## src/waveform_timer_channel_unit_macros.svh

```systemverilog
// Assertion macros for the waveform timer channel unit
`ifndef WAVEFORM_TIMER_CHANNEL_UNIT_MACROS_SVH
`define WAVEFORM_TIMER_CHANNEL_UNIT_MACROS_SVH
`ifndef SYNTH
`define WTC_ASSERT_SAME(lbl, ante, cons) \
  lbl: assert property (@(posedge clk) disable iff (rst) (ante) |-> (cons)) \
    else $error("wtc assertion failed");
`define WTC_ASSERT_NEXT(lbl, ante, cons) \
  lbl: assert property (@(posedge clk) disable iff (rst) (ante) |=> (cons)) \
    else $error("wtc assertion failed");
`else
`define WTC_ASSERT_SAME(lbl, ante, cons)
`define WTC_ASSERT_NEXT(lbl, ante, cons)
`endif
`endif

```

## src/wtc_pkg.sv

```systemverilog
// Shared types, codes and helpers of the waveform timer channel unit
package wtc_pkg;

  localparam int DATA_W = 32;
  localparam int COUNT_WIDTH_DEF = 32;
  localparam int PRE_W = 7;

  localparam logic [1:0] OP_TICK  = 2'd0;
  localparam logic [1:0] OP_READ  = 2'd1;
  localparam logic [1:0] OP_WRITE = 2'd2;

  localparam logic [3:0] ADDR_CTRL    = 4'd0;
  localparam logic [3:0] ADDR_MODE    = 4'd1;
  localparam logic [3:0] ADDR_COUNT   = 4'd2;
  localparam logic [3:0] ADDR_RA      = 4'd3;
  localparam logic [3:0] ADDR_RB      = 4'd4;
  localparam logic [3:0] ADDR_RC      = 4'd5;
  localparam logic [3:0] ADDR_STATUS  = 4'd6;
  localparam logic [3:0] ADDR_IRQ_SET = 4'd7;
  localparam logic [3:0] ADDR_IRQ_CLR = 4'd8;

  localparam logic [1:0] DIV_2   = 2'd0;
  localparam logic [1:0] DIV_8   = 2'd1;
  localparam logic [1:0] DIV_32  = 2'd2;
  localparam logic [1:0] DIV_128 = 2'd3;

  typedef struct packed {
    logic [1:0]        op;
    logic [3:0]        reg_addr;
    logic [DATA_W-1:0] write_data;
  } req_t;

  typedef struct packed {
    logic [DATA_W-1:0] read_data;
    logic              wave_a;
    logic              wave_b;
    logic              irq;
  } rsp_t;

  typedef struct packed {
    logic [1:0] div_sel;
    logic       level_a;
    logic       level_b;
    logic       flag;
    logic       irq_en;
    logic       clock_on;
  } stat_t;

  function automatic logic [PRE_W-1:0] div_limit(input logic [1:0] sel);
    logic [PRE_W-1:0] lim;
    case (sel)
      DIV_2:   lim = PRE_W'(1);
      DIV_8:   lim = PRE_W'(7);
      DIV_32:  lim = PRE_W'(31);
      DIV_128: lim = PRE_W'(127);
      default: lim = PRE_W'(1);
    endcase
    return lim;
  endfunction

endpackage

```

## src/wtc_if.sv

```systemverilog
// Request and response channel interfaces of the waveform timer channel unit
interface wtc_req_if;
  logic        valid;
  logic        ready;
  logic [1:0]  op;
  logic [3:0]  reg_addr;
  logic [31:0] write_data;

  modport source (output valid, output op, output reg_addr, output write_data,
                  input ready);
  modport sink (input valid, input op, input reg_addr, input write_data,
                output ready);
endinterface

interface wtc_rsp_if;
  logic        valid;
  logic        ready;
  logic [31:0] read_data;
  logic        wave_a;
  logic        wave_b;
  logic        irq;

  modport source (output valid, output read_data, output wave_a, output wave_b,
                  output irq, input ready);
  modport sink (input valid, input read_data, input wave_a, input wave_b,
                input irq, output ready);
endinterface

```

## src/wtc_prescaler.sv

```systemverilog
// Tick prescaler with selectable divide; it counts only on tick
module wtc_prescaler (
  input  logic       clk,
  input  logic       rst,
  input  logic       tick,
  input  logic [1:0] div_sel,
  output logic       fire
);
  import wtc_pkg::*;

  logic [PRE_W-1:0] pre_count;
  logic [PRE_W-1:0] pre_count_next;

  always_comb begin
    fire = tick && (pre_count >= div_limit(div_sel));
    pre_count_next = pre_count;
    if (tick) begin
      pre_count_next = fire ? '0 : pre_count + PRE_W'(1);
    end
  end

  always_ff @(posedge clk) begin
    if (rst) begin
      pre_count <= '0;
    end else begin
      pre_count <= pre_count_next;
    end
  end
endmodule

```

## src/wtc_channel.sv

```systemverilog
// Counter, compare registers, waveform levels and register file of the channel
module wtc_channel #(
  parameter int COUNT_WIDTH = wtc_pkg::COUNT_WIDTH_DEF
) (
  input  logic          clk,
  input  logic          rst,
  input  logic          step,
  input  wtc_pkg::req_t item,
  input  logic          fire,
  output wtc_pkg::rsp_t result,
  output wtc_pkg::stat_t stat
);
  import wtc_pkg::*;

  logic [COUNT_WIDTH-1:0] count_value, count_value_next;
  logic [COUNT_WIDTH-1:0] compare_a, compare_a_next;
  logic [COUNT_WIDTH-1:0] compare_b, compare_b_next;
  logic [COUNT_WIDTH-1:0] period_top, period_top_next;
  logic [3:0]             mode_bits, mode_bits_next;
  logic                   clock_on, clock_on_next;
  logic                   level_a, level_a_next;
  logic                   level_b, level_b_next;
  logic                   top_flag, top_flag_next;
  logic                   top_irq_enable, top_irq_enable_next;
  logic [COUNT_WIDTH-1:0] count_inc;
  logic [DATA_W-1:0]      rd;

  always_comb begin
    count_value_next    = count_value;
    compare_a_next      = compare_a;
    compare_b_next      = compare_b;
    period_top_next     = period_top;
    mode_bits_next      = mode_bits;
    clock_on_next       = clock_on;
    level_a_next        = level_a;
    level_b_next        = level_b;
    top_flag_next       = top_flag;
    top_irq_enable_next = top_irq_enable;
    count_inc           = count_value + COUNT_WIDTH'(1);
    rd                  = '0;
    case (item.op)
      OP_TICK: begin
        if (fire && clock_on) begin
          if (count_inc == period_top) begin
            count_value_next = '0;
            top_flag_next    = 1'b1;
            if (mode_bits[2]) level_a_next = 1'b1;
            if (mode_bits[3]) level_b_next = 1'b1;
          end else begin
            count_value_next = count_inc;
            if (mode_bits[2] && count_inc == compare_a) level_a_next = 1'b0;
            if (mode_bits[3] && count_inc == compare_b) level_b_next = 1'b0;
          end
        end
      end
      OP_READ: begin
        case (item.reg_addr)
          ADDR_MODE:    rd = DATA_W'(mode_bits);
          ADDR_COUNT:   rd = DATA_W'(count_value);
          ADDR_RA:      rd = DATA_W'(compare_a);
          ADDR_RB:      rd = DATA_W'(compare_b);
          ADDR_RC:      rd = DATA_W'(period_top);
          ADDR_STATUS: begin
            rd = DATA_W'({clock_on, top_flag});
            top_flag_next = 1'b0;
          end
          ADDR_IRQ_SET: rd = DATA_W'(top_irq_enable);
          default:      rd = '0;
        endcase
      end
      OP_WRITE: begin
        case (item.reg_addr)
          ADDR_CTRL: begin
            if (item.write_data[0]) clock_on_next = 1'b1;
            if (item.write_data[1]) clock_on_next = 1'b0;
            if (item.write_data[2]) count_value_next = '0;
          end
          ADDR_MODE:    mode_bits_next = item.write_data[3:0];
          ADDR_RA:      compare_a_next = item.write_data[COUNT_WIDTH-1:0];
          ADDR_RB:      compare_b_next = item.write_data[COUNT_WIDTH-1:0];
          ADDR_RC:      period_top_next = item.write_data[COUNT_WIDTH-1:0];
          ADDR_IRQ_SET: if (item.write_data[0]) top_irq_enable_next = 1'b1;
          ADDR_IRQ_CLR: if (item.write_data[0]) top_irq_enable_next = 1'b0;
          default: ;
        endcase
      end
      default: ;
    endcase
  end

  always_ff @(posedge clk) begin
    if (rst) begin
      count_value    <= '0;
      compare_a      <= '0;
      compare_b      <= '0;
      period_top     <= '0;
      mode_bits      <= '0;
      clock_on       <= 1'b0;
      level_a        <= 1'b0;
      level_b        <= 1'b0;
      top_flag       <= 1'b0;
      top_irq_enable <= 1'b0;
    end else if (step) begin
      count_value    <= count_value_next;
      compare_a      <= compare_a_next;
      compare_b      <= compare_b_next;
      period_top     <= period_top_next;
      mode_bits      <= mode_bits_next;
      clock_on       <= clock_on_next;
      level_a        <= level_a_next;
      level_b        <= level_b_next;
      top_flag       <= top_flag_next;
      top_irq_enable <= top_irq_enable_next;
    end
  end

  always_comb begin
    result.read_data = rd;
    result.wave_a    = level_a_next;
    result.wave_b    = level_b_next;
    result.irq       = top_flag_next & top_irq_enable_next;
    stat.div_sel     = mode_bits[1:0];
    stat.level_a     = level_a;
    stat.level_b     = level_b;
    stat.flag        = top_flag;
    stat.irq_en      = top_irq_enable;
    stat.clock_on    = clock_on;
  end
endmodule

```

## src/waveform_timer_channel_unit.sv

```systemverilog
// Top level of the waveform timer channel unit: beat registers and datapath
//
//   channel | dir | payload                          | beats
//   req     | in  | op, reg_addr, write_data         | one per tick/read/write
//   rsp     | out | read_data, wave_a, wave_b, irq   | one per req beat
//
// One beat per cycle sustained while rsp is not stalled; a beat passes through
// the request register, then the response register fed by the channel logic.
// Synchronous reset clears all timer state, the prescaler and both valid flags.
// A stalled rsp holds the response register and the pending request; req stays
// ready while the response register drains in the same cycle.
module waveform_timer_channel_unit #(
  parameter int COUNT_WIDTH = wtc_pkg::COUNT_WIDTH_DEF
) (
  input logic clk,
  input logic rst,
  wtc_req_if.sink   req,
  wtc_rsp_if.source rsp
);
  import wtc_pkg::*;
  `include "waveform_timer_channel_unit_macros.svh"

  logic  pend_valid;
  req_t  pend;
  logic  out_valid;
  rsp_t  out;
  logic  adv;
  logic  step;
  logic  fire;
  rsp_t  result;
  stat_t stat;

  assign adv       = !out_valid || rsp.ready;
  assign step      = pend_valid && adv;
  assign req.ready = !pend_valid || adv;

  always_ff @(posedge clk) begin
    if (rst) begin
      pend_valid <= 1'b0;
    end else if (req.valid && req.ready) begin
      pend_valid <= 1'b1;
    end else if (step) begin
      pend_valid <= 1'b0;
    end
  end

  always_ff @(posedge clk) begin
    if (req.valid && req.ready) begin
      pend.op         <= req.op;
      pend.reg_addr   <= req.reg_addr;
      pend.write_data <= req.write_data;
    end
  end

  wtc_prescaler u_pre (
    .clk     (clk),
    .rst     (rst),
    .tick    (step && pend.op == OP_TICK),
    .div_sel (stat.div_sel),
    .fire    (fire)
  );

  wtc_channel #(
    .COUNT_WIDTH (COUNT_WIDTH)
  ) u_chan (
    .clk    (clk),
    .rst    (rst),
    .step   (step),
    .item   (pend),
    .fire   (fire),
    .result (result),
    .stat   (stat)
  );

  always_ff @(posedge clk) begin
    if (rst) begin
      out_valid <= 1'b0;
    end else if (step) begin
      out_valid <= 1'b1;
    end else if (rsp.ready) begin
      out_valid <= 1'b0;
    end
  end

  always_ff @(posedge clk) begin
    if (step) begin
      out <= result;
    end
  end

  assign rsp.valid     = out_valid;
  assign rsp.read_data = out.read_data;
  assign rsp.wave_a    = out.wave_a;
  assign rsp.wave_b    = out.wave_b;
  assign rsp.irq       = out.irq;

  `WTC_ASSERT_SAME(a_levels_track, out_valid, out.wave_a == stat.level_a && out.wave_b == stat.level_b)
  `WTC_ASSERT_SAME(a_irq_enabled, out_valid && out.irq, stat.irq_en && stat.flag)
  `WTC_ASSERT_NEXT(a_pend_hold, pend_valid && !adv, pend_valid)
endmodule
```

## src/flat_wrapper.sv

```systemverilog
// flat-port wrapper written by rule: the top's interface ports become plain ports
module waveform_timer_channel_unit_flat import wtc_pkg::*;
#(
  parameter int COUNT_WIDTH = wtc_pkg::COUNT_WIDTH_DEF
)
  (clk, rst, req_valid, req_op, req_reg_addr, req_write_data, req_ready, rsp_valid, rsp_read_data, rsp_wave_a, rsp_wave_b, rsp_irq, rsp_ready);
  wtc_req_if req_i ();
  wtc_rsp_if rsp_i ();
  input logic clk;
  input logic rst;
  input wire logic [$bits(req_i.valid)-1:0] req_valid;
  input wire logic [$bits(req_i.op)-1:0] req_op;
  input wire logic [$bits(req_i.reg_addr)-1:0] req_reg_addr;
  input wire logic [$bits(req_i.write_data)-1:0] req_write_data;
  output wire logic [$bits(req_i.ready)-1:0] req_ready;
  output wire logic [$bits(rsp_i.valid)-1:0] rsp_valid;
  output wire logic [$bits(rsp_i.read_data)-1:0] rsp_read_data;
  output wire logic [$bits(rsp_i.wave_a)-1:0] rsp_wave_a;
  output wire logic [$bits(rsp_i.wave_b)-1:0] rsp_wave_b;
  output wire logic [$bits(rsp_i.irq)-1:0] rsp_irq;
  input wire logic [$bits(rsp_i.ready)-1:0] rsp_ready;
  assign req_i.valid = req_valid;
  assign req_i.op = req_op;
  assign req_i.reg_addr = req_reg_addr;
  assign req_i.write_data = req_write_data;
  assign req_ready = req_i.ready;
  assign rsp_valid = rsp_i.valid;
  assign rsp_read_data = rsp_i.read_data;
  assign rsp_wave_a = rsp_i.wave_a;
  assign rsp_wave_b = rsp_i.wave_b;
  assign rsp_irq = rsp_i.irq;
  assign rsp_i.ready = rsp_ready;
  waveform_timer_channel_unit #(.COUNT_WIDTH(COUNT_WIDTH)) u_core (.clk(clk), .rst(rst), .req(req_i), .rsp(rsp_i));
endmodule
```

## config.mk

```make
export PLATFORM = sky130hd
export DESIGN_NAME = waveform_timer_channel_unit_flat
export DESIGN_NICKNAME = d
export VERILOG_FILES = /design/src/wtc_pkg.sv /design/src/wtc_if.sv /design/src/wtc_prescaler.sv /design/src/wtc_channel.sv /design/src/waveform_timer_channel_unit.sv /design/src/flat_wrapper.sv
export VERILOG_INCLUDE_DIRS = /design/src /design/src/src
export SDC_FILE = /design/constraint.sdc
export NUM_CORES = 1
export LEC_CHECK = 0
export BUFFER_PORTS_ARGS = -buffer_cell sky130_fd_sc_hd__clkbuf_2
export CORE_MARGIN = 5
export CORE_UTILIZATION = 50
export CTS_BUF_LIST = sky130_fd_sc_hd__clkbuf_2
export CTS_CLUSTER_DIAMETER = 60
export DETAILED_ROUTE_END_ITERATION = 12
export HOLD_SLACK_MARGIN = 0.12
export PLACE_DENSITY_LB_ADDON = 0.25
export SLEW_MARGIN = 10
export SYNTH_ARGS = -nofsm -noshare
export SYNTH_HDL_FRONTEND = slang
export SYNTH_SLANG_ARGS = --single-unit
export TNS_END_PERCENT = 20
```

## constraint.sdc

```tcl
create_clock -name clk -period 5.7 [get_ports clk]
set_clock_uncertainty 0.2 [all_clocks]
set_input_delay 1.71 -clock clk [delete_from_list [all_inputs] [get_ports clk]]
set_output_delay 1.71 -clock clk [all_outputs]
set_load 0.01 [all_outputs]
```

Word level (Yosys, flattened, before mapping)
Index checks and enable logic that the tools add are counted.
W data, S select, Z words.
- add/sub/neg operators: 2
- magnitude comparators: 1
- equality and inequality tests: 19
- mux-type cells: 32
- bitwise gates (word level): 1
- reductions and logical operators: 24
- operators with widths (operator ; count):
    $pmux W32 S7 ; 1
    $mux W32 ; 4
    $eq A32 B32 Y1 ; 3
    $pmux W32 S2 ; 1
    $add A32 B1 Y32 const B ; 1
    $pmux W7 S4 ; 1
    $mux W1 ; 22
    $eq A4 B3 Y1 const B ; 4
    $reduce_and A3 Y1 ; 4
    $eq A4 B2 Y1 const B ; 2
    $reduce_bool A2 Y1 ; 4
    $add A7 B1 Y7 const B ; 1
    $ge A7 B7 Y1 ; 1
    $logic_and A1 B1 Y1 ; 7
    $mux W7 ; 1
    $eq A2 B2 Y1 const B ; 3
    $reduce_and A5 Y1 ; 1
    $eq A2 B1 Y1 const B ; 2
    $eq A4 B1 Y1 const B ; 1
    $eq A4 B4 Y1 const B ; 1
    $logic_not A2 Y1 ; 2
    $logic_not A4 Y1 ; 1
    $ne A2 B1 Y1 const B ; 2
    $pmux W1 S2 ; 2
    5 further kinds ; 7
- register bits after elaboration: 219
- logic and storage cells: 99

Depth between registers and ports, before layout
Gate-level depths: netlist of run 1.
- word-level depth: 9
- depth in mapped cells: 13
- gate-level depth less buffers: 11

Modules after synthesis
From an unflattened synthesis of run 1, not the netlist that was laid out.
- cell total of the unflattened synthesis: 1296
- area, all modules: 11558.6 µm²
- by module, submodules not included (module ; times used ; cells an instance ; area an instance (µm²)):
    wtc_channel ; 1 ; 1164 ; 8790.9
    waveform_timer_channel_unit ; 1 ; 84 ; 2290.9
    wtc_prescaler ; 1 ; 48 ; 476.7

Least setup slack after synthesis of run 1
OpenSTA, ideal clock, no wires.
- path kind: input-to-reg
- start: in rsp_ready
- end: reg u_core.u_chan.period_top[10]
- library setup time: 0.071 ns
- arrival time: 3.720 ns
- data required time: 5.429 ns
- setup slack: 1.709 ns
- stages on the path: 9
- path through: nor2b_1 -> nand2b_1 -> clkbuf_1 -> inv_1 -> and3_1 -> clkbuf_1 -> clkbuf_1 -> nand2_1 -> a21oi_1
- word-level cells in the longest chain between the ends: 3
- RTL lines (element ; line ; text):
    start: declaration ; flat_wrapper.sv:21 ; input wire logic [$bits(rsp_i.ready)-1:0] rsp_ready;
    $logic_or A1 B1 Y1 ; waveform_timer_channel_unit.sv:33 ; assign adv = !out_valid || rsp.ready;
    $logic_and A1 B1 Y1 ; waveform_timer_channel_unit.sv:34 ; assign step = pend_valid && adv;
    net u_core.step ; waveform_timer_channel_unit.sv:28 ; logic step;
    $reduce_and A3 Y1 (no source line) ; - ;
    end signal: assignment ; wtc_channel.sv:107 ; period_top <= period_top_next;
    end: declaration ; wtc_channel.sv:18 ; logic [COUNT_WIDTH-1:0] period_top, period_top_next;
The timed path passes the listed nets, and every way through them passes these cells.
A chain may end at the register's enable or synchronous reset.

Worst setup path after layout of run 1
- start: reg u_core.u_chan.count_value[9]
- end: reg u_core.u_chan.count_value[8]
- word-level cells in the longest chain between the ends: 5
- RTL lines (element ; line ; text):
    start: declaration ; wtc_channel.sv:15 ; logic [COUNT_WIDTH-1:0] count_value, count_value_next;
    start signal: assignment ; wtc_channel.sv:104 ; count_value <= count_value_next;
    $add A32 B1 Y32 ; wtc_channel.sv:39 ; count_inc = count_value + COUNT_WIDTH'(1);
    $eq A32 B32 Y1 ; wtc_channel.sv:44 ; if (count_inc == period_top) begin
    $mux W32 ; wtc_channel.sv:44 ;
    $mux W32 ; wtc_channel.sv:43 ; if (fire && clock_on) begin
    $pmux W32 S2 ; wtc_channel.sv:41 ; case (item.op)
No other way between the ends. The select of a mux whose other input is x is not followed.

==> flow_summary.yaml, run 1 <==
outcome:
  run_status: "finished, final reports clean"
die:
  start_util: 0.5089
  fp.dieH_um: 164.6
  die-area_mm2: 0.02708
  ios: 79
  core_area_mm2: 0.02347
  die_w_um: 164.6
  core.rowCount: 56
timing:
  fin_hold_ws_ns: 0.2846
  slew_viol_final: 0
  setup_violations: 0
  rsz0062_at_grt: "no"
  finalCriticalPeriod_ns: 4.733
  max_freq_mhz: 211.3
  min_period_over_period: 0.8304
  report.final.hold_viol_count: 0
  setup_tns_ns: 0
  relSlewSlack: 0.2510
  worstMarginPinSlew_ns: 1.124
clock_tree:
  cts_tree: "done"
  clock_latency_ns: 0.93
  cts_hold_repair.buffers: 0
  clk_pin_slew_ns: 0.10
  numCtsBuffers: 57
  clk_path_buf_depth: 3
  post_cts_resized: 0
  cts-root-buf: "clkbuf_2"
  clkSinkCount: 219
  h-tree-depth: 2
  cts_setup_buffers: 0
run:
  drv_cap: 0
route:
  routed_wl_um: 39190
  drtIter0Drc: 1460
  drc: 0
  final_antenna_net_count: 0
  vias: 11122
  wl_per_cell_um: 22.03
  dr.pass1.iters: 5
  avgViaCountPerCell: 6.252
synth:
  synth_edf_count: 73
  netlist_area_mm2: 0.01195
  avgSynthCellArea_um2: 8.822
  yosysSeqAreaShare: 0.4282
  synth_cell_type_count: 78
  ys_ff_latch: 219
  synth_nets: 1404
  synth-main-ff-cell: "dfxtp_1"
  yosys_warnings: 0
  synth_cells: 1354
  async_reset_ff_frac: 0
critical_path:
  crit_path_max_fanout: 18
  crit_path_end: "u_core.u_chan.count_value[8]$_SDFFE_PP0P_"
  cp.arrival_ns: 5.26
  crit_required_ns: 6.22
  cp-start-kind: "flip-flop"
  cp-startpoint: "u_core.u_chan.count_value[9]$_SDFFE_PP0P_"
  path_class: "reg2reg"
  r2r_slack_ns: 0.97
  timing.rr.end: "u_core.u_chan.count_value[8]$_SDFFE_PP0P_"
  r2r_start: "u_core.u_chan.count_value[9]$_SDFFE_PP0P_"
  r2r_cells: 10
  end_kind: "flip-flop"
cells_and_area:
  final_cell_mix: "277 x nand2_1, 167 x clkbuf_2, 154 x a21oi_1, 146 x dfxtp_1, 73 x edfxtp_1"
  nFillCells: 2161
  nNetsFinal: 1462
  area_growth_pct: 9.437
  drive_gt1_frac: 0.1645
  final_common_cell: "nand2_1"
  instances_no_fill: 1779
grt:
  use_met3: 0.07262
  globalRouteOverflowTotal: 0
  grt_pass1_vias: 10371
  grt_max_degree: 78
  grt_use_total: 0.2890
  grt-busiest-layer: "met1"
  grt_util_met2: 0.4133
  grt_pass1_wl_um: 60580
  grt_use_met1: 0.4288
  antenna_found_initial: 1
pwr:
  ir_drop_uv: 161.8
  power_density_mw_per_mm2: 224.2
  p_leak_nw: 4.358
placed_design:
  dp_hpwl_um: 27040
  io_buffers: 78
  gp_routability_congestion: 0.9912
  dp_cells: 1672
hold_path:
  hp-class: "reg2reg"
-- sequential cells by signal, summed over array words and instances (netlist names), 4 cells and up --
| register | cells |
|---|---|
| u_core.u_chan.mode_bits | 4 |
| u_core.pend | 38 |
| u_core.u_chan.compare_a | 32 |
| u_core.u_chan.count_value | 32 |
| u_core.u_pre.pre_count | 7 |
| u_core.rsp.read_data | 32 |
| u_core.u_chan.period_top | 32 |
| u_core.u_chan.compare_b | 32 |
-- how the worst min path moves through the flow --
stage,endpoint,slack [ns],start,depth (start not counted)
2_1_floorplan,u_core.u_chan.mode_bits[2]$_SDFFE_PP0P_,0.24,u_core.u_chan.mode_bits[2]$_SDFFE_PP0P_,2
3_3_place_gp,u_core.u_chan.compare_b[30]$_SDFFE_PP0P_,0.26,u_core.u_chan.compare_b[30]$_SDFFE_PP0P_,2
3_5_place_dp,u_core.u_chan.compare_b[30]$_SDFFE_PP0P_,0.27,u_core.u_chan.compare_b[30]$_SDFFE_PP0P_,2
4_1_cts,u_core.u_chan.compare_b[30]$_SDFFE_PP0P_,0.28,u_core.u_chan.compare_b[30]$_SDFFE_PP0P_,2
5_1_grt,u_core.u_chan.compare_b[30]$_SDFFE_PP0P_,0.31,u_core.u_chan.compare_b[30]$_SDFFE_PP0P_,2
6_report,u_core.u_chan.compare_b[30]$_SDFFE_PP0P_,0.28,u_core.u_chan.compare_b[30]$_SDFFE_PP0P_,2
-- worst max-delay path: stages (launching register included) --
cell and delay [ns]:
dfxtp_1 0.62, and4_1 0.52, nand4_2 0.56, nor4_1 0.80
or3_1 0.22, o2111a_1 0.19, nand4b_1 0.16, nand4b_2 0.60
buf_4 0.41, a32oi_1 0.21, a21oi_1 0.08
-- power breakdown --
part | switching [W] | internal (W) | total [W]
Sequential | 0.0000250 | 0.00164 | 0.00167
Clock | 0.000683 | 0.000468 | 0.00115
Combinational | 0.0000827 | 0.0000322 | 0.000115
Total | 0.000790 | 0.00214 | 0.00293
-- cell type report --
type,count,area [um2],share of cell area
Multi-Input combinational cell,997,6269,0.4795
Sequential cell,219,5115,0.3913
Timing Repair Buffer,111,640.6,0.04900
Clock buffer,90,450.4,0.03446
Tap cell,319,399.1,0.03053
Clock inverter,16,98.84,0.007561
Inverter,26,97.59,0.007466
Antenna cell,1,2.502,0.0001914
-- stage by stage --
step / util / worst slack, ns / power [W] / instance area [um2]
after floorplan: - / 1.709 / 0.001755 / 11950
after global placement: 0.5334 / 1.149 / 0.001812 / 12520
after detailed placement: 0.5334 / 1.046 / 0.001814 / 12520
after CTS: 0.5568 / 1.125 / 0.002955 / 13070
final: 0.5569 / 0.9668 / 0.002931 / 13070
after global routing: 0.5569 / 0.7014 / 0.003065 / 13070
-- metal layers --
metal,share of wire,up-vias
met2,0.42,648
met5,0,-
met4,0.028,0
li1,-,5119
met1,0.43,5272
met3,0.12,83
-- cell families (layout without fill, tap and decap cells) --
family | after synthesis | after routing | share of synthesized area
AO/OA/AOI/OAI | 327 | 327 | 0.1754
XOR/XNOR | 93 | 93 | 0.09354
adder cells (fa/ha/maj) | 8 | 8 | 0.008380
buffers and inverters | 138 | 243 | 0.04913
flip-flops | 219 | 219 | 0.4282
multiplexers | 4 | 4 | 0.003457
other | 0 | 1 | 0
AND/OR/NAND/NOR | 565 | 565 | 0.2419
-- Yosys cell counts (10+ instances only) --
master	count	area, um2
a21oi_1	155	775.7
a22oi_1	63	473.0
a31oi_1	21	131.4
and2_1	10	62.56
and3_1	11	68.82
buf_2	10	50.05
clkbuf_1	82	307.8
dfxtp_1	146	2923
edfxtp_1	73	2192
inv_1	26	97.59
nand2_1	277	1040
nand3_1	31	155.2
nand4_1	48	300.3
nor2_1	49	183.9
nor3_1	24	120.1
nor4_1	19	118.9
o21ai_0	12	60.06
or3_1	10	62.56
or4_1	20	150.1
xnor2_1	45	394.1
xnor3_1	22	495.5
xor2_1	26	227.7
Note: power is estimated with default switching activity, not from simulation.
==> run 2: changes to the inputs <==
==> constraint.sdc (replaced) <==
create_clock -name clk -period 4 [get_ports clk]
set_clock_uncertainty 0.2 [all_clocks]
set_input_delay 1.2 -clock clk [delete_from_list [all_inputs] [get_ports clk]]
set_output_delay 1.2 -clock clk [all_outputs]
set_load 0.01 [all_outputs]
==> flow_summary.yaml, run 2 (synthesis results as in run 1) <==
critical_path:
  path_class: "reg2reg"
  end_kind: "flip-flop"
  path_buf_inv: 2
  cp-start-kind: "flip-flop"
  path_cells: "buf_4 > nand4_1 > buf_4 > nor2_1 > xnor2_1 > xnor2_1 > or4b_2 > nor4b_1 > a41oi_1 > a31o_2 > and2_1"
  crit_required_ns: 4.56
  crit_cells: 11
  cp.arrival_ns: 4.28
  r2r_cells: 11
  slowest_delay_ns: 0.67
  slowest_stage: "or4b_2"
  cp_top_family: "simple AND/OR/NAND/NOR gates"
  crit_path_max_fanout: 13
grt:
  grt_util_met2: 0.4234
  grt_pass1_vias: 10707
  globalRouteOverflowTotal: 0
  grt_use_total: 0.2983
  grt-busiest-layer: "met1"
  antenna_found_initial: 1
  grt_pass1_wl_um: 62640
  grt_max_degree: 91
  use_met3: 0.06613
  grt_use_met1: 0.4491
placed_design:
  gp_routability_congestion: 1.039
  io_buffers: 78
  dp_hpwl_um: 29150
clock_tree:
  clk_pin_slew_ns: 0.11
  cts_setup_buffers: 0
  clk_path_buf_depth: 3
  cts-root-buf: "clkbuf_2"
  cts_hold_repair.buffers: 0
  h-tree-depth: 2
  post_cts_resized: 0
  numCtsBuffers: 56
  clock_latency_ns: 0.93
  cts_tree: "done"
  clkSinkCount: 219
timing:
  setup_violations: 0
  rsz0062_at_grt: "no"
  min_period_over_period: 0.9301
  setup_tns_ns: 0
  slew_viol_final: 0
  max_freq_mhz: 268.8
  worstMarginPinSlew_ns: 1.056
  relSlewSlack: 0.2907
  report.final.hold_viol_count: 0
  finalCriticalPeriod_ns: 3.721
  fin_hold_ws_ns: 0.2429
die:
  start_util: 0.5089
  core.rowCount: 56
  die_w_um: 164.6
  die-area_mm2: 0.02708
  ios: 79
  fp.dieH_um: 164.6
  core_area_mm2: 0.02347
route:
  final_antenna_net_count: 0
  routed_wl_um: 40600
  vias: 11389
  drtIter0Drc: 1494
  drc: 0
  wl_per_cell_um: 22.10
  avgViaCountPerCell: 6.200
  dr.pass1.iters: 6
cells_and_area:
  final_cell_mix: "277 x nand2_1, 162 x clkbuf_2, 154 x a21oi_1, 146 x dfxtp_1, 89 x buf_4"
  largest-register: "u_core.pend"
  area_growth_pct: 13.63
  largest_reg_flops: 38
  final_common_cell: "nand2_1"
  drive_gt1_frac: 0.1931
  utilization: 0.5783
  nNetsFinal: 1519
run:
  drv_cap: 0
outcome:
  run_status: "finished, final reports clean"
pwr:
  power_density_mw_per_mm2: 311.0
  p_leak_nw: 4.677
  ir_drop_uv: 279.6
hold_path:
  hold_depth: 1
  hp-class: "in2reg"
[run 2: path summary, 6_finish.rpt]
kind	slack, ns	endpoint	from
max	0.28	u_core.u_chan.level_a$_SDFFE_PP0P_	u_core.u_chan.count_value[3]$_SDFFE_PP0P_
min	0.24	u_core.pend[29]$_DFFE_PP_	req_write_data[29]
max reg2reg	0.28	u_core.u_chan.level_a$_SDFFE_PP0P_	u_core.u_chan.count_value[3]$_SDFFE_PP0P_
min reg2reg	0.29	u_core.u_chan.compare_b[30]$_SDFFE_PP0P_	u_core.u_chan.compare_b[30]$_SDFFE_PP0P_
[run 2: power breakdown]
group / switching, W / total [W] / leakage [nW] / internal, W
registers: 0.0000349 / 0.00237 / 1.88 / 0.00234
logic: 0.000119 / 0.000172 / 2.38 / 0.0000527
clock network: 0.000966 / 0.00168 / 0.424 / 0.000711
[run 2: cell type report]
type / count / area, um2
fill: 2154 / 9899
multi-input combinational: 997 / 6269
sequential: 219 / 5115
timing repair buffer: 169 / 1114
clock buffer: 85 / 425.4
tap: 319 / 399.1
clock inverter: 21 / 151.4
inverter: 26 / 97.59
antenna: 1 / 2.502
[run 2: through the flow]
stage               cell area [um2]  total power, W  instances  worst slack (ns)
floorplan                     11950        0.002500       1354            0.5193
global placement              12990        0.002590       1730            0.4354
detailed placement            12990        0.002592       1730            0.3866
CTS                           13570        0.004257       1836            0.3568
global route                  13570        0.004399       1837           0.04379
finish                        13570        0.004222       1837            0.2795
[run 2: worst register-to-register path: stages, from the launching register on]
cell and delay, ns:
dfxtp_1 0.47, buf_4 0.19, nand4_1 0.08, buf_4 0.19, nor2_1 0.35, xnor2_1 0.24, xnor2_1 0.17, or4b_2 0.67
nor4b_1 0.48, a41oi_1 0.18, a31o_2 0.25, and2_1 0.15
[run 2: layer usage]
layer  wire (um)  up-vias  part of all wire
met5           0        -                 0
li1            -     5235                 -
met1       17880     5374              0.44
met4        1220        0             0.030
met3        4708       85              0.12
met2       16790      695              0.41
==> run 3: changes to the inputs <==
--- a/config.mk
+++ b/config.mk
@@ -17,5 +17,6 @@
 export SLEW_MARGIN = 10
 export SYNTH_ARGS = -nofsm -noshare
 export SYNTH_HDL_FRONTEND = slang
+export SYNTH_HIERARCHICAL = 1
 export SYNTH_SLANG_ARGS = --single-unit
 export TNS_END_PERCENT = 20
==> flow_summary.yaml, run 3 <==
route:
  final_antenna_net_count: 0
  vias: 10505
  routed_wl_um: 36990
  drc: 0
  avgViaCountPerCell: 5.892
  wl_per_cell_um: 20.75
  dr.pass1.iters: 6
  drtIter0Drc: 1148
timing:
  setup_tns_ns: -0.004738
  relSlewSlack: 0.3857
  fin_hold_ws_ns: 0.2902
  finalCriticalPeriod_ns: 4.005
  timing.final.ws_setup_ns: -0.004738
  max_freq_mhz: 249.7
  worstMarginPinSlew_ns: 0.9215
  setup_violations: 1
  slew_viol_final: 0
  rsz0062_at_grt: "yes"
  min_period_over_period: 1.001
  report.final.hold_viol_count: 0
grt:
  globalRouteOverflowTotal: 0
  grt_pass1_vias: 10032
  antenna_found_initial: 1
  grt_max_degree: 55
  grt_use_total: 0.2788
  grt_pass1_wl_um: 57750
pwr:
  power_density_mw_per_mm2: 304.1
  switchingPower_w: 0.001082
  ir_drop_uv: 238.5
  swShare: 0.2640
  p_seq_frac: 0.578
  comb_power_share: 0.039
  internal_power_w: 0.003016
  pwr-share-clk: 0.383
  p_leak_nw: 4.759
cells_and_area:
  drive_gt1_frac: 0.2405
  final_cell_mix: "267 x nand2_1, 174 x clkbuf_2, 137 x a21oi_1, 134 x dfxtp_1, 126 x buf_4"
  seqCellArea_mm2: 0.005130
  largest-register: "u_core/pend"
  final_common_cell: "nand2_1"
  nNetsFinal: 1498
  nFillCells: 2054
  multi_input_area_mm2: 0.006008
  largest_reg_flops: 38
  area_growth_pct: 16.98
  utilization: 0.5953
die:
  fp.dieH_um: 161.8
  core_area_mm2: 0.02264
  die_w_um: 161.8
  start_util: 0.5089
  ios: 79
  die-area_mm2: 0.02618
  core.rowCount: 55
hold_path:
  worstHoldStart: "u_core/u_chan/compare_a[13]$_SDFFE_PP0P_"
  hp-class: "reg2reg"
critical_path:
  path_buf_inv: 0
  slowest_stage: "or4_4"
  path_cells: "nand3_4 > or4_4 > or4_4 > xor2_1 > a221o_1 > or4_4 > or4_4 > or4_4 > o41ai_2"
  cp_top_family: "simple AND/OR/NAND/NOR gates"
  cp.arrival_ns: 4.54
  cp-start-kind: "flip-flop"
  path_class: "reg2reg"
  path_common_cell: "or4_4"
  end_kind: "flip-flop"
  cp-startpoint: "u_core/u_chan/count_value[9]$_SDFFE_PP0P_"
  slowest_delay_ns: 0.58
  r2r_start: "u_core/u_chan/count_value[9]$_SDFFE_PP0P_"
  crit_path_max_fanout: 6
  crit_required_ns: 4.54
placed_design:
  dp_hpwl_um: 26580
  gp_routability_congestion: 0.9891
  io_buffers: 78
clock_tree:
  cts-root-buf: "clkbuf_2"
  clk_pin_slew_ns: 0.10
  numCtsBuffers: 57
  cts_hold_repair.buffers: 0
  cts_tree: "done"
  clkSinkCount: 219
  h-tree-depth: 2
  clock_latency_ns: 0.84
  clk_path_buf_depth: 3
synth:
  synth_cells: 1291
  synth_nets: 1341
  avgSynthCellArea_um2: 8.924
  yosys_warnings: 6
  netlist_area_mm2: 0.01152
outcome:
  run_status: "complete, but fails checks"
  failed_checks: "setup timing"
run:
  drv_cap: 0
==> run 3: cell types whose count changed in the layout (fill, tap and decap cells not counted), sizes merged, moves of 12 or more <==
cell,before,now
buf,92,130
xnor2,45,74
nand4,52,29
nor2,50,28
a21oi,155,140
o21ai,13,28
clkbuf,162,174
==> run 3: area by class of cell <==
cell class                 instances  area share
inverter                          15    0.004178
clock inverter                    11    0.003064
tap                              285     0.02646
antenna                            1   0.0001857
sequential                       219      0.3806
timing repair buffer             207      0.1037
multi-input combinational        948      0.4458
clock buffer                      97     0.03602
==> run 3: power groups by stage <==
| stage | registers, W | clock network (W) | logic [W] |
|---|---|---|---|
| 2_1_floorplan | 0.00242 | 0 | 0.0000759 |
| 3_3_place_gp | 0.00242 | 0 | 0.000159 |
| 3_5_place_dp | 0.00242 | 0 | 0.000161 |
| 4_1_cts | 0.00237 | 0.00161 | 0.000162 |
| 5_1_grt | 0.00237 | 0.00174 | 0.000175 |
| 6_report | 0.00237 | 0.00157 | 0.000162 |
==> run 3: worst reg2reg max path, cell delays in order (launching register included) <==
cell	delay (ns)
dfxtp_2	0.36
nand3_4	0.07
or4_4	0.54
or4_4	0.45
xor2_1	0.16
a221o_1	0.33
or4_4	0.52
or4_4	0.59
or4_4	0.49
o41ai_2	0.21
==> run 3: stage by stage <==
| step | setup slack (ns) | instance area [um2] | std cells | total power (W) |
|---|---|---|---|---|
| 4_1_cts | -0.01236 | 13430 | 1782 | 0.004143 |
| 5_1_grt | -0.09494 | 13480 | 1783 | 0.004289 |
| 6_report | -0.004738 | 13480 | 1783 | 0.004098 |
| 3_3_place_gp | -0.9072 | 12840 | 1673 | 0.002577 |
| 3_5_place_dp | -0.8102 | 12840 | 1673 | 0.002579 |
| 2_1_floorplan | -0.3723 | 11610 | 1291 | 0.002494 |
==> run 3: layer usage <==
| metal | global-route usage | up-vias | wire (um) |
|---|---|---|---|
| met2 | 0.4564 | 401 | 17400 |
| met4 | 0.07343 | 0 | 742 |
| met3 | 0.04136 | 66 | 2324 |
| met1 | 0.3898 | 5052 | 16530 |
| met5 | 0 | - | 0 |
| li1 | - | 4986 | - |
==> run 3: timing repair <==
item / CTS / global route
pin swaps: 5 / 0
cloned: 0 / 0
buffers inserted: 1 / 0
resized for setup: 20 / 10
endpoints found under the setup margin: 38 / 29
==> run 3: path summary, 6_finish.rpt <==
check,slack (ns),endpoint,cells past startpoint
hold / removal,0.29,u_core/u_chan/compare_a[13]$_SDFFE_PP0P_,2
setup reg to reg,-0.005,u_core/u_chan/level_a$_SDFFE_PP0P_,9
setup / recovery,-0.005,u_core/u_chan/level_a$_SDFFE_PP0P_,9
hold reg to reg,0.29,u_core/u_chan/compare_a[13]$_SDFFE_PP0P_,2
